--- src/design/ray_march_box_probe_core_macros.svh ---
// ---------------------------------------------------------------------------
// Ray march box probe - assertion macros
// Shared concurrent assertion shorthands; both sample on clk, gated by rst.
// ---------------------------------------------------------------------------
`ifndef RAY_MARCH_BOX_PROBE_CORE_MACROS_SVH
`define RAY_MARCH_BOX_PROBE_CORE_MACROS_SVH

// same-cycle implication
`define RMBP_ASSERT_NOW(name, ante, cons, msg) \
  name: assert property (@(posedge clk) disable iff (rst) (ante) |-> (cons)) \
    else $error(msg);

// next-cycle implication
`define RMBP_ASSERT_NEXT(name, ante, cons, msg) \
  name: assert property (@(posedge clk) disable iff (rst) (ante) |=> (cons)) \
    else $error(msg);

`endif

--- src/design/rmbp_pkg.sv ---
// ---------------------------------------------------------------------------
// rmbp_pkg
// Shared types and constants of the ray march box probe.
// ---------------------------------------------------------------------------
package rmbp_pkg;

  localparam logic OP_WRITE = 1'b0;
  localparam logic OP_QUERY = 1'b1;

  // one unit of slack in Q12.4
  localparam int TOLERANCE = 16;

  typedef struct packed {
    logic signed [15:0] cx;
    logic signed [15:0] cy;
    logic        [14:0] hw;
    logic        [14:0] hh;
  } box_t;

  typedef struct packed {
    logic       load;      // latch query operands, init divider
    logic       wr_en;     // box table write
    logic       div_step;  // one quotient bit
    logic       div_fix;   // apply sign to step vector
    logic       advance;   // move probe point one step
    logic       finish;    // register result
    logic       found;
    logic [3:0] slot;
    logic [4:0] rd_idx;    // box table read index
  } cmd_t;

  typedef struct packed {
    logic       box_hit;
    logic       step_zero;
    logic [7:0] steps;
    logic [4:0] count;
  } sts_t;

endpackage

--- src/design/ray_march_box_probe_core.sv ---
// ---------------------------------------------------------------------------
// ray_march_box_probe_core
// Marches a probe point from start toward dest and reports the first box hit.
// ---------------------------------------------------------------------------
// Usage:
//   Raise start with the request fields; the request is taken on a rising
//   edge where start is high and busy is low.
//   opcode = write: stores one box entry in that cycle; busy stays low and no
//   result follows. Slots at or above BOX_SLOTS are dropped.
//   opcode = query: busy rises for the whole march. A query with a step count
//   of zero is taken and ignored. Otherwise one result follows: done pulses
//   for exactly one cycle with hit, hit_slot, final_x/y and safe_x/y. The
//   receiver cannot stall; done is not held.
//   Query time grows with the steps marched (the march stops at the first
//   hit) and the boxes tested per step; it is set by the serial step divider
//   and one box table read and test per cycle.
//   Reset: busy and done drop, the safe point clears to zero; box table
//   contents stay undefined until written.
// ---------------------------------------------------------------------------
module ray_march_box_probe_core
  import rmbp_pkg::*;
#(
  parameter int BOX_SLOTS = 16,
  parameter int MAX_STEPS = 255
) (
  input  logic               clk,
  input  logic               rst,
  input  logic               start,
  output logic               busy,
  input  logic               opcode,
  input  logic        [3:0]  box_slot,
  input  logic signed [15:0] box_center_x,
  input  logic signed [15:0] box_center_y,
  input  logic        [14:0] box_half_w,
  input  logic        [14:0] box_half_h,
  input  logic signed [15:0] start_x,
  input  logic signed [15:0] start_y,
  input  logic signed [15:0] dest_x,
  input  logic signed [15:0] dest_y,
  input  logic        [7:0]  step_total,
  input  logic        [4:0]  boxes_in_use,
  output logic               done,
  output logic               hit,
  output logic        [3:0]  hit_slot,
  output logic signed [15:0] final_x,
  output logic signed [15:0] final_y,
  output logic signed [15:0] safe_x,
  output logic signed [15:0] safe_y
);

  cmd_t cmd;
  sts_t sts;

  rmbp_ctrl u_ctrl (
    .clk    (clk),
    .rst    (rst),
    .start  (start),
    .opcode (opcode),
    .sts    (sts),
    .cmd    (cmd),
    .busy   (busy)
  );

  rmbp_datapath #(
    .BOX_SLOTS (BOX_SLOTS),
    .MAX_STEPS (MAX_STEPS)
  ) u_datapath (
    .clk          (clk),
    .rst          (rst),
    .cmd          (cmd),
    .sts          (sts),
    .box_slot     (box_slot),
    .box_center_x (box_center_x),
    .box_center_y (box_center_y),
    .box_half_w   (box_half_w),
    .box_half_h   (box_half_h),
    .start_x      (start_x),
    .start_y      (start_y),
    .dest_x       (dest_x),
    .dest_y       (dest_y),
    .step_total   (step_total),
    .boxes_in_use (boxes_in_use),
    .done         (done),
    .hit          (hit),
    .hit_slot     (hit_slot),
    .final_x      (final_x),
    .final_y      (final_y),
    .safe_x       (safe_x),
    .safe_y       (safe_y)
  );

endmodule

--- src/design/rmbp_ctrl.sv ---
// ---------------------------------------------------------------------------
// rmbp_ctrl
// Sequencer: divide, then march steps, testing one box per cycle.
// ---------------------------------------------------------------------------
`include "ray_march_box_probe_core_macros.svh"

module rmbp_ctrl
  import rmbp_pkg::*;
(
  input  logic clk,
  input  logic rst,
  input  logic start,
  input  logic opcode,
  input  sts_t sts,
  output cmd_t cmd,
  output logic busy
);

  typedef enum logic [2:0] {
    S_IDLE,
    S_DIV,
    S_FIX,
    S_STEP,
    S_TEST,
    S_OUT
  } state_t;

  state_t     state;
  logic [3:0] div_cnt;
  logic [7:0] step_cnt;
  logic [4:0] box_idx;
  logic       found;
  logic [3:0] slot;
  logic       go;

  assign busy = (state != S_IDLE);
  assign go   = start && !busy && (opcode == OP_QUERY) && !sts.step_zero;

  always_comb begin
    cmd          = '0;
    cmd.load     = go;
    cmd.wr_en    = start && !busy && (opcode == OP_WRITE);
    cmd.div_step = (state == S_DIV);
    cmd.div_fix  = (state == S_FIX);
    cmd.advance  = (state == S_STEP);
    cmd.finish   = (state == S_OUT);
    cmd.found    = found;
    cmd.slot     = slot;
    cmd.rd_idx   = (state == S_TEST) ? box_idx + 5'd1 : 5'd0;
  end

  always_ff @(posedge clk) begin
    if (rst) begin
      state    <= S_IDLE;
      div_cnt  <= '0;
      step_cnt <= '0;
      box_idx  <= '0;
      found    <= 1'b0;
      slot     <= '0;
    end else begin
      case (state)
        S_IDLE: begin
          if (go) begin
            state   <= S_DIV;
            div_cnt <= '0;
            found   <= 1'b0;
            slot    <= '0;
          end
        end
        S_DIV: begin
          div_cnt <= div_cnt + 4'd1;
          if (div_cnt == 4'hF) begin
            state <= S_FIX;
          end
        end
        S_FIX: begin
          step_cnt <= '0;
          state    <= S_STEP;
        end
        S_STEP: begin
          step_cnt <= step_cnt + 8'd1;
          box_idx  <= '0;
          if (sts.count != 5'd0) begin
            state <= S_TEST;
          end else if ({1'b0, step_cnt} + 9'd1 == {1'b0, sts.steps}) begin
            state <= S_OUT;
          end
        end
        S_TEST: begin
          if (sts.box_hit) begin
            found <= 1'b1;
            slot  <= box_idx[3:0];
            state <= S_OUT;
          end else if (box_idx + 5'd1 == sts.count) begin
            state <= (step_cnt == sts.steps) ? S_OUT : S_STEP;
          end else begin
            box_idx <= box_idx + 5'd1;
          end
        end
        S_OUT: begin
          state <= S_IDLE;
        end
        default: begin
          state <= S_IDLE;
        end
      endcase
    end
  end

  `RMBP_ASSERT_NEXT(a_query_starts_div, go, state == S_DIV, "query accepted without divide")
  `RMBP_ASSERT_NEXT(a_div_ends_in_fix, state == S_DIV && div_cnt == 4'hF, state == S_FIX, "divider ran past 16 bits")
  `RMBP_ASSERT_NOW(a_box_in_range, state == S_TEST, box_idx < sts.count, "box index beyond box count")
  `RMBP_ASSERT_NOW(a_out_after_step, state == S_OUT, step_cnt != 8'd0, "result before any step")

endmodule

--- src/design/rmbp_datapath.sv ---
// ---------------------------------------------------------------------------
// rmbp_datapath
// Box table, serial step divider, probe point, box test and result registers.
// ---------------------------------------------------------------------------
module rmbp_datapath
  import rmbp_pkg::*;
#(
  parameter int BOX_SLOTS = 16,
  parameter int MAX_STEPS = 255
) (
  input  logic               clk,
  input  logic               rst,
  input  cmd_t               cmd,
  output sts_t               sts,
  input  logic        [3:0]  box_slot,
  input  logic signed [15:0] box_center_x,
  input  logic signed [15:0] box_center_y,
  input  logic        [14:0] box_half_w,
  input  logic        [14:0] box_half_h,
  input  logic signed [15:0] start_x,
  input  logic signed [15:0] start_y,
  input  logic signed [15:0] dest_x,
  input  logic signed [15:0] dest_y,
  input  logic        [7:0]  step_total,
  input  logic        [4:0]  boxes_in_use,
  output logic               done,
  output logic               hit,
  output logic        [3:0]  hit_slot,
  output logic signed [15:0] final_x,
  output logic signed [15:0] final_y,
  output logic signed [15:0] safe_x,
  output logic signed [15:0] safe_y
);

  localparam int         SLOT_W  = (BOX_SLOTS > 1) ? $clog2(BOX_SLOTS) : 1;
  localparam logic [8:0] SLOTS9  = 9'(BOX_SLOTS);
  localparam logic [11:0] STEPS12 = 12'(MAX_STEPS);

  function automatic logic signed [15:0] sat16(input logic signed [17:0] v);
    if (v > 18'sd32767) begin
      return 16'sh7FFF;
    end else if (v < -18'sd32768) begin
      return 16'sh8000;
    end
    return v[15:0];
  endfunction

  box_t              mem [BOX_SLOTS];
  box_t              rd_q;
  logic [SLOT_W-1:0] wr_addr;
  logic [SLOT_W-1:0] rd_addr;
  logic              slot_ok;

  logic [7:0]  steps;
  logic [4:0]  count;
  logic [7:0]  steps_in;
  logic [4:0]  count_in;

  logic signed [16:0] diff_x, diff_y;
  logic        [16:0] mag_x, mag_y;
  logic        [15:0] dvd_x, dvd_y;
  logic        [7:0]  rem_x, rem_y;
  logic               neg_x, neg_y;
  logic        [9:0]  trial_x, trial_y;

  logic signed [16:0] sx, sy;
  logic signed [17:0] px, py, prev_x, prev_y;
  logic signed [15:0] safe_pt_x, safe_pt_y;

  logic signed [18:0] dx, dy;
  logic        [18:0] ax, ay, lim_x, lim_y;

  // ---- box table ----
  assign wr_addr = SLOT_W'(box_slot);
  assign rd_addr = SLOT_W'(cmd.rd_idx);
  assign slot_ok = ({5'd0, box_slot} < SLOTS9);

  always_ff @(posedge clk) begin
    if (cmd.wr_en && slot_ok) begin
      mem[wr_addr] <= '{cx: box_center_x, cy: box_center_y,
                        hw: box_half_w, hh: box_half_h};
    end
    rd_q <= mem[rd_addr];
  end

  // ---- operand limits ----
  always_comb begin
    steps_in = ({4'd0, step_total} > STEPS12) ? 8'(MAX_STEPS) : step_total;
    count_in = ({4'd0, boxes_in_use} > SLOTS9) ? 5'(BOX_SLOTS) : boxes_in_use;
  end

  assign diff_x = 17'(dest_x) - 17'(start_x);
  assign diff_y = 17'(dest_y) - 17'(start_y);
  assign mag_x  = diff_x[16] ? 17'd0 - 17'(diff_x) : 17'(diff_x);
  assign mag_y  = diff_y[16] ? 17'd0 - 17'(diff_y) : 17'(diff_y);

  // restoring division, one quotient bit per cycle; quotient shifts into dvd
  assign trial_x = {1'b0, rem_x, dvd_x[15]} - {2'b00, steps};
  assign trial_y = {1'b0, rem_y, dvd_y[15]} - {2'b00, steps};

  always_ff @(posedge clk) begin
    if (cmd.load) begin
      steps  <= steps_in;
      count  <= count_in;
      dvd_x  <= mag_x[15:0];
      dvd_y  <= mag_y[15:0];
      neg_x  <= diff_x[16];
      neg_y  <= diff_y[16];
      rem_x  <= '0;
      rem_y  <= '0;
      px     <= 18'(start_x);
      py     <= 18'(start_y);
      prev_x <= 18'(start_x);
      prev_y <= 18'(start_y);
    end
    if (cmd.div_step) begin
      if (!trial_x[9]) begin
        rem_x <= trial_x[7:0];
        dvd_x <= {dvd_x[14:0], 1'b1};
      end else begin
        rem_x <= {rem_x[6:0], dvd_x[15]};
        dvd_x <= {dvd_x[14:0], 1'b0};
      end
      if (!trial_y[9]) begin
        rem_y <= trial_y[7:0];
        dvd_y <= {dvd_y[14:0], 1'b1};
      end else begin
        rem_y <= {rem_y[6:0], dvd_y[15]};
        dvd_y <= {dvd_y[14:0], 1'b0};
      end
    end
    if (cmd.div_fix) begin
      sx <= neg_x ? -$signed({1'b0, dvd_x}) : $signed({1'b0, dvd_x});
      sy <= neg_y ? -$signed({1'b0, dvd_y}) : $signed({1'b0, dvd_y});
    end
    if (cmd.advance) begin
      prev_x <= px;
      prev_y <= py;
      px     <= px + 18'(sx);
      py     <= py + 18'(sy);
    end
  end

  // ---- box test on the registered table entry ----
  always_comb begin
    dx    = 19'($signed(rd_q.cx)) - 19'(px);
    dy    = 19'($signed(rd_q.cy)) - 19'(py);
    ax    = dx[18] ? 19'd0 - 19'(dx) : 19'(dx);
    ay    = dy[18] ? 19'd0 - 19'(dy) : 19'(dy);
    lim_x = 19'(rd_q.hw) + 19'(TOLERANCE);
    lim_y = 19'(rd_q.hh) + 19'(TOLERANCE);
  end

  assign sts.box_hit   = (ax <= lim_x) && (ay <= lim_y);
  assign sts.step_zero = (step_total == 8'd0);
  assign sts.steps     = steps;
  assign sts.count     = count;

  // ---- safe point and results ----
  always_ff @(posedge clk) begin
    if (rst) begin
      safe_pt_x <= '0;
      safe_pt_y <= '0;
      done      <= 1'b0;
    end else begin
      done <= cmd.finish;
      if (cmd.finish && cmd.found) begin
        safe_pt_x <= sat16(prev_x);
        safe_pt_y <= sat16(prev_y);
      end
    end
  end

  always_ff @(posedge clk) begin
    if (cmd.finish) begin
      hit      <= cmd.found;
      hit_slot <= cmd.slot;
      final_x  <= sat16(px);
      final_y  <= sat16(py);
      safe_x   <= cmd.found ? sat16(prev_x) : safe_pt_x;
      safe_y   <= cmd.found ? sat16(prev_y) : safe_pt_y;
    end
  end

endmodule
--- config.mk ---
export PLATFORM = sky130hd
export DESIGN_NAME = ray_march_box_probe_core
export DESIGN_NICKNAME = d
export VERILOG_FILES = /design/src/design/rmbp_pkg.sv /design/src/design/ray_march_box_probe_core.sv /design/src/design/rmbp_ctrl.sv /design/src/design/rmbp_datapath.sv
export VERILOG_INCLUDE_DIRS = /design/src /design/src/design
export SDC_FILE = /design/constraint.sdc
export NUM_CORES = 2
export LEC_CHECK = 0
export BUFFER_PORTS_ARGS = -buffer_cell sky130_fd_sc_hd__buf_2
export CAP_MARGIN = 0
export CELL_PAD_IN_SITES_DETAIL_PLACEMENT = 1
export CELL_PAD_IN_SITES_GLOBAL_PLACEMENT = 1
export CORE_MARGIN = 2
export CORE_UTILIZATION = 47
export DETAILED_ROUTE_END_ITERATION = 10
export GPL_TIMING_DRIVEN = 0
export PLACE_DENSITY_LB_ADDON = 0.15
export SYNTH_ARGS = -nofsm -noshare
export SYNTH_HDL_FRONTEND = slang
export SYNTH_SLANG_ARGS = --single-unit
--- constraint.sdc ---
create_clock -name clk -period 7 [get_ports clk]
set_input_delay 0 -clock clk [delete_from_list [all_inputs] [get_ports clk]]
set_output_delay 0 -clock clk [all_outputs]
set_load 0.01 [all_outputs]
Word-level counts from Yosys, hierarchy flattened
Memories as Yosys holds them, arrays and structs flattened. A register that Yosys moved wholly into a read port is not among the register bits.
Index checks and enable logic that the tools add are counted.
{"block": "classes", "add_sub_neg": 20, "n_lt_le_gt_ge": 11, "n_eq_ne": 16, "muxes": 77, "n_bitwise": 1, "reduce_logical": 22}
{"operator": "two-way mux 16 bit", "n": 24}
{"operator": "two-way mux 18 bit", "n": 6}
{"operator": "> comparator 18 x 16 -> 1 bit (second input constant)", "n": 4}
{"operator": "less-than comparator 18 x 16 -> 1 bit (second input constant)", "n": 4}
{"operator": "two-way mux 8 bit", "n": 5}
{"operator": "<= comparator 19 bit", "n": 2}
{"operator": "two-way mux 19 bit", "n": 2}
{"operator": "subtractor 1 x 19 -> 19 bit (first input constant)", "n": 2}
{"operator": "subtractor 16 x 18 -> 19 bit", "n": 2}
{"operator": "adder 18 x 17 -> 18 bit", "n": 2}
{"operator": "negation 16 -> 17 bit", "n": 2}
{"operator": "subtractor 16 x 16 -> 17 bit", "n": 2}
{"operator": "adder 15 x 5 -> 16 bit (second input constant)", "n": 2}
{"operator": "subtractor 1 x 16 -> 16 bit (first input constant)", "n": 2}
{"operator": "two-way mux 1 bit", "n": 22}
{"operator": "two-way mux 3 bit", "n": 7}
{"operator": "subtractor 9 x 8 -> 10 bit", "n": 2}
{"operator": "case mux 4 bit (2 select lines)", "n": 2}
{"operator": "case mux 8 bit (2 select lines)", "n": 1}
{"operator": "case mux 3 bit (5 select lines)", "n": 1}
{"operator": "two-way mux 4 bit", "n": 3}
{"operator": "nonzero test 2 bit", "n": 6}
{"operator": "two-way mux 5 bit", "n": 2}
{"operator": "case mux 5 bit (2 select lines)", "n": 1}
{"operator": "other kinds (27)", "n": 39}
{"block": "word_totals", "memories": 1, "reg_bits": 296, "ramBits": 992, "inputBits": 147, "output_inout_bits": 71}
{"memory": "u_datapath.mem", "depth": 16, "word_bits": 62, "read_ports": 1, "rd_ports_with_merged_regs": 1, "wr": 1, "line_no": "rmbp_datapath.sv:48", "source": "box_t mem [BOX_SLOTS];"}

Depth between registers and ports, before layout
{"block": "depth", "ltp_word": 7, "mapped_depth": 25, "depth_no_buf": 24}

Cells and area by module
Synthesis repeated with hierarchy kept, for this count alone.
{"block": "unflattened", "cells_unflattened": 3715, "hier_area_um2": 59248.1}
{"module": "rmbp_datapath", "seq_area_each_um2": 38837.2, "cells_each": 3509, "instances": 1, "area_each_um2": 57596.5}
{"module": "rmbp_ctrl", "seq_area_each_um2": 500.5, "cells_each": 206, "instances": 1, "area_each_um2": 1651.6}

Worst setup path before layout
OpenSTA, ideal clock, no wires.
{"block": "synth_path", "kind": "flip-flop to flip-flop", "startpoint": "register u_ctrl.state[0]", "endpoint": "register u_datapath.safe_pt_x[0]", "path_buffers": 3, "arrival_ns": 7.063, "slack_ns": -0.148, "synth_period_minus_slack_ns": 7.148, "required_time_ns": 6.914, "stages_incl_launch_ff": 9, "cell_sequence": "dfxtp_1 -> clkbuf_1 -> inv_1 -> nor3b_1 -> and2_1 -> clkbuf_1 -> buf_1 -> nor2_1 -> a211oi_1"}
{"element": "start, declared", "line_no": "rmbp_ctrl.sv:28", "source": "state_t state;"}
{"element": "start signal, assigned", "line_no": "rmbp_ctrl.sv:95", "source": "state <= (step_cnt == sts.steps) ? S_OUT : S_STEP;"}
{"element": "end signal, assigned", "line_no": "rmbp_datapath.sv:168", "source": "safe_pt_x <= sat16(prev_x);"}
{"element": "end, declared", "line_no": "rmbp_datapath.sv:68", "source": "logic signed [15:0] safe_pt_x, safe_pt_y;"}

Final worst setup path
{"block": "layout_path", "startpoint": "register u_datapath.px[0]", "endpoint": "register u_ctrl.state[1]"}
{"block": "layout_via", "elab_chain_len": 7, "word_cells_on_any_way": 9}
{"element": "start, declared", "line_no": "rmbp_datapath.sv:67", "source": "logic signed [17:0] px, py, prev_x, prev_y;"}
{"element": "start signal, assigned", "line_no": "rmbp_datapath.sv:111", "source": "px <= 18'(start_x);"}
{"element": "start signal, assigned", "line_no": "rmbp_datapath.sv:139", "source": "px <= px + 18'(sx);"}
{"element": "subtractor 16 x 18 -> 19 bit (*)", "line_no": "rmbp_datapath.sv:146", "source": "dx = 19'($signed(rd_q.cx)) - 19'(px);"}
{"element": "subtractor 1 x 19 -> 19 bit", "line_no": "rmbp_datapath.sv:148", "source": "ax = dx[18] ? 19'd0 - 19'(dx) : 19'(dx);"}
{"element": "two-way mux 19 bit (*)", "line_no": "rmbp_datapath.sv:148"}
{"element": "<= comparator 19 bit (*)", "line_no": "rmbp_datapath.sv:154", "source": "assign sts.box_hit = (ax <= lim_x) && (ay <= lim_y);"}
{"element": "logical AND 1 bit (*)", "line_no": "rmbp_datapath.sv:154"}
{"element": "two-way mux 3 bit / inequality test 3 bit (equally long branches)"}
{"element": "case mux 3 bit (5 select lines) / AND reduction 4 bit (equally long branches)"}
Mark *: on every way between the ends. The rest lies on a longest branch, timed or not.
A chain may end at the register's enable or synchronous reset.

==> impl_metrics.toml <==
[run_status]
outcome = "complete, no violations"

[die]
die_area_sq_um = 133000
dieWidth_um = 365
top_level_ports = 218
dieHeight_um = 365
initial_core_util_pct = 47.3
core-area_sq_um = 129000
placement_rows = 132

[placed_design]
place.gp.congestion = 0.896
hpwl_um = 135000
portBuffers = 216
place_area_sq_um = 65500

[synth]
yosysTopAreaCell = "edfxtp_1"
synth-xor-area-share_pct = 3.02
synth_flop_cell = "edfxtp_1"
avgSynthCellArea_sq_um = 12.9
ys_seq_elements = 1350
synth_top_area_share_pct = 60.4
ys_warn_count = 0
ys_seq_area_share_pct = 64.3
synthAdderAreaFrac_pct = 3.56
async_reset_ff_share_pct = 0
synth_compound_area_share_pct = 12.4
synthCells = 4734
synth_area_leaders = "edfxtp_1, mux2_2, a21oi_1"
synth_area_sq_um = 61200
synth_edf_count = 1230
synth.distinct_cells = 86
yosys.area_share.simple_pct = 7.17
synth_nets = 5050
synth_top_family_by_area = "compound AO/OA/AOI/OAI gates"
muxShareOfSynthArea_pct = 7.08

[routing]
route.detailed.drc = 0
vias_per_cell = 5.93
via_count = 42400
dr.pass1.iters = 5
wl_per_cell_um = 26.6
ant_nets = 0
drtIter0Drc = 3743
drt_wl_total_um = 190000

[timing]
fin_tns_setup_ns = 0
grt_setup_unrepaired = "false"
fin_crit_sh_pct = 89.2
worstMarginPinSlew_ns = 1.26
setup_viol = 0
fmax_mhz = 160
finalMaxSlewViolations = 0
final_hold_viol_count = 0
post-route-min-period_ns = 6.24
fin_skew_ns = 0.0294
relSlewSlack_pct = 15.7

[grt]
grt_max_degree = 38
track_usage_pct = 28.6
grt_overflow = 0
grt_pass1_vias = 44400
grt_antenna_before_repair = 9
grt_pass1_wl_um = 283000

[clock_tree]
cts.clk_slew.worst_paths_ns = 0.06
numCtsBuffers = 145
htree_num_levels = 4
cts_root_buffer = "clkbuf_16"
cts_resized = 0
cts.sinks = 1350
post_cts_buffers = 0
cts_tree = "built"
cts_buffer_depth = 3
clkLatencyLatePin_ns = 0.79

[setup_path]
worst-path-max-fanout = 10
end_kind = "flop"
cp_slowest_cell = "edfxtp_1"
cp-start-kind = "flop"
arrival_ns = 6.90
slowest_delay_ns = 0.50
cp_top_family = "compound AO/OA/AOI/OAI gates"
cp_cell_sequence = "ha_1, inv_1, fa_1, a211oi_2, o21bai_2, a31oi_1, o21ai_0, a22o_1, clkbuf_1, nor2_1, xor2_1, ha_1, a21o_1, a21o_1, a211oi_1, o21ai_0, a221oi_1, o22a_1, nand4b_1, a21oi_1, nor4b_1, o2bb2a_1"
crit_type = "flop to flop"
cp-startpoint = "u_datapath.px[0]"
worst-path-buf-inv = 2
crit_required_ns = 7.66
r2r_start = "u_datapath.px[0]"

[cells_and_area]
syn2layout_area_growth_pct = 16.9
fillers = 13000
stdcell_area_sq_um = 71500
post-route-util_pct = 55.3
multi_input_area_sq_um = 20500
drive_gt1_share_pct = 14.8
ff_latch_area_sq_um = 39300
nNetsFinal = 5609

[pwr]
power_density_nw_per_um2 = 274
peakVddDrop_v = 0.000261
power_w = 0.0196
power.leakage_nw = 24.2

[worst_hold_path]
hp-start = "box_slot[3]"
hp-class = "primary input to flop"

[job]
cap_viol_max_count = 0
cell usage in the layout (no fill, tap or decap), types with 23 or more instances in the layout:
cell / instances
a21oi_1: 517
a211oi_1: 46
or3_1: 35
xnor2_1: 127
inv_1: 144
clkbuf_1: 260
clkbuf_16: 146
buf_12: 26
a221oi_1: 63
o221ai_1: 64
o21ai_0: 271
nor2b_1: 31
mux2_2: 255
edfxtp_1: 1230
nand3_1: 53
nor3_1: 32
xor2_1: 80
dfxtp_1: 120
buf_6: 27
clkinv_2: 23
nor2_1: 337
a32o_1: 64
nand2_1: 353
mux2i_1: 146
dlygate4sd3_1: 134
clkinv_1: 24
buf_1: 23
buf_2: 218
ha_1: 161
a21o_1: 26
repair_timing:
item / 4_1_cts / 5_1_grt
endpoints found under the setup margin: 0 / 0
endpoints found under the hold margin: 1191 / 0
hold buffers: 134 / 0
cell type report:
type / count / area share (%)
Sequential cell: 1350 / 55.0
Multi-Input combinational cell: 2983 / 28.6
Clock buffer: 194 / 5.53
Timing Repair Buffer: 412 / 4.73
Tap cell: 1742 / 3.05
Buffer: 254 / 1.35
Clock inverter: 67 / 0.929
Inverter: 147 / 0.772
Antenna cell: 5 / 0.0175
sequential cells by signal, summed over array words and instances (netlist names), 17 cells and up:
name	count
u_datapath.mem	992
u_datapath.prev_x	18
u_datapath.prev_y	18
u_datapath.rd_q	62
u_datapath.sx	17
u_datapath.px	18
u_datapath.sy	17
u_datapath.py	18
worst register-to-register path, delay by kind of cell, from the launching register on:
kind                       cells  cell delay, ns
AOI/OAI and AO/OA             13            3.61
xor gates and xnor gates       1            0.20
adders and majority gates      3            0.95
buffers and inverters          2            0.30
DFF                            1            0.50
and+or+nand+nor                3            0.55
per-stage QoR:
step / setup WS (ns) / cells / hold slack [ns]
CTS: 0.752 / 7149 / 0.0107
floorplan: 0.647 / 4734 / 0.0989
global placement: -4.60 / 6692 / 0.195
finish: 0.758 / 7154 / 0.0643
detailed placement: 0.789 / 6754 / 0.196
global route: 0.295 / 7150 / 0.0611
worst paths after layout:
path,endpoint,slack (ns),cells past startpoint
hold / removal,u_datapath.mem[8][43],0.06,3
hold reg to reg,u_datapath.hit_slot[1],0.42,0
setup / recovery,u_ctrl.state[1],0.76,22
setup reg to reg,u_ctrl.state[1],0.76,22
cells by family (layout without fill, tap and decap cells):
family | count (synthesis) | after routing
xor gates and xnor gates | 209 | 209
muxes | 401 | 401
adders and majority gates | 169 | 169
buffers and inverters | 401 | 1074
other | 0 | 5
DFF | 1350 | 1350
AOI/OAI and AO/OA | 1218 | 1218
and+or+nand+nor | 986 | 986
cell usage after synthesis, types with 6 or more instances:
master and count:
nand3_1 53, xnor2_1 127, nor3_1 37, a31oi_1 13, and3_1 18, a21boi_0 7, mux2i_1 146, nor2b_1 31
nor2_1 351, nand4_1 12, o22ai_1 19, edfxtp_1 1230, mux2_2 255, a211o_1 6, a32o_1 64, nor4_1 11
or4_1 9, clkbuf_1 229, a221oi_1 63, or3_1 35, nand3b_1 12, a21oi_1 517, dfxtp_1 120, o31ai_1 20
o21a_1 13, a211oi_1 46, o21ai_0 271, fa_1 8, inv_1 144, and2_1 13, nand2_1 355, o221ai_1 64
nand2b_1 19, buf_1 24, a2111oi_0 6, ha_1 161, xor2_1 81, or2_2 9, a21o_1 26, o211ai_1 15
metal layers:
layer | up-vias | track usage (%) | wire [um]
li1 | 19000 | - | -
met1 | 21500 | 36.4 | 77400
met2 | 1445 | 49.2 | 94400
met3 | 358 | 3.82 | 10900
met4 | 4 | 11.8 | 7730
met5 | - | 0 | 26
power breakdown:
group / internal [W] / switching (W) / leakage, nW
logic: 0.000959 / 0.00160 / 9.82
clock network: 0.00435 / 0.00323 / 2.26
registers: 0.00920 / 0.000228 / 12.1
Note: power is estimated with default switching activity, not from simulation.
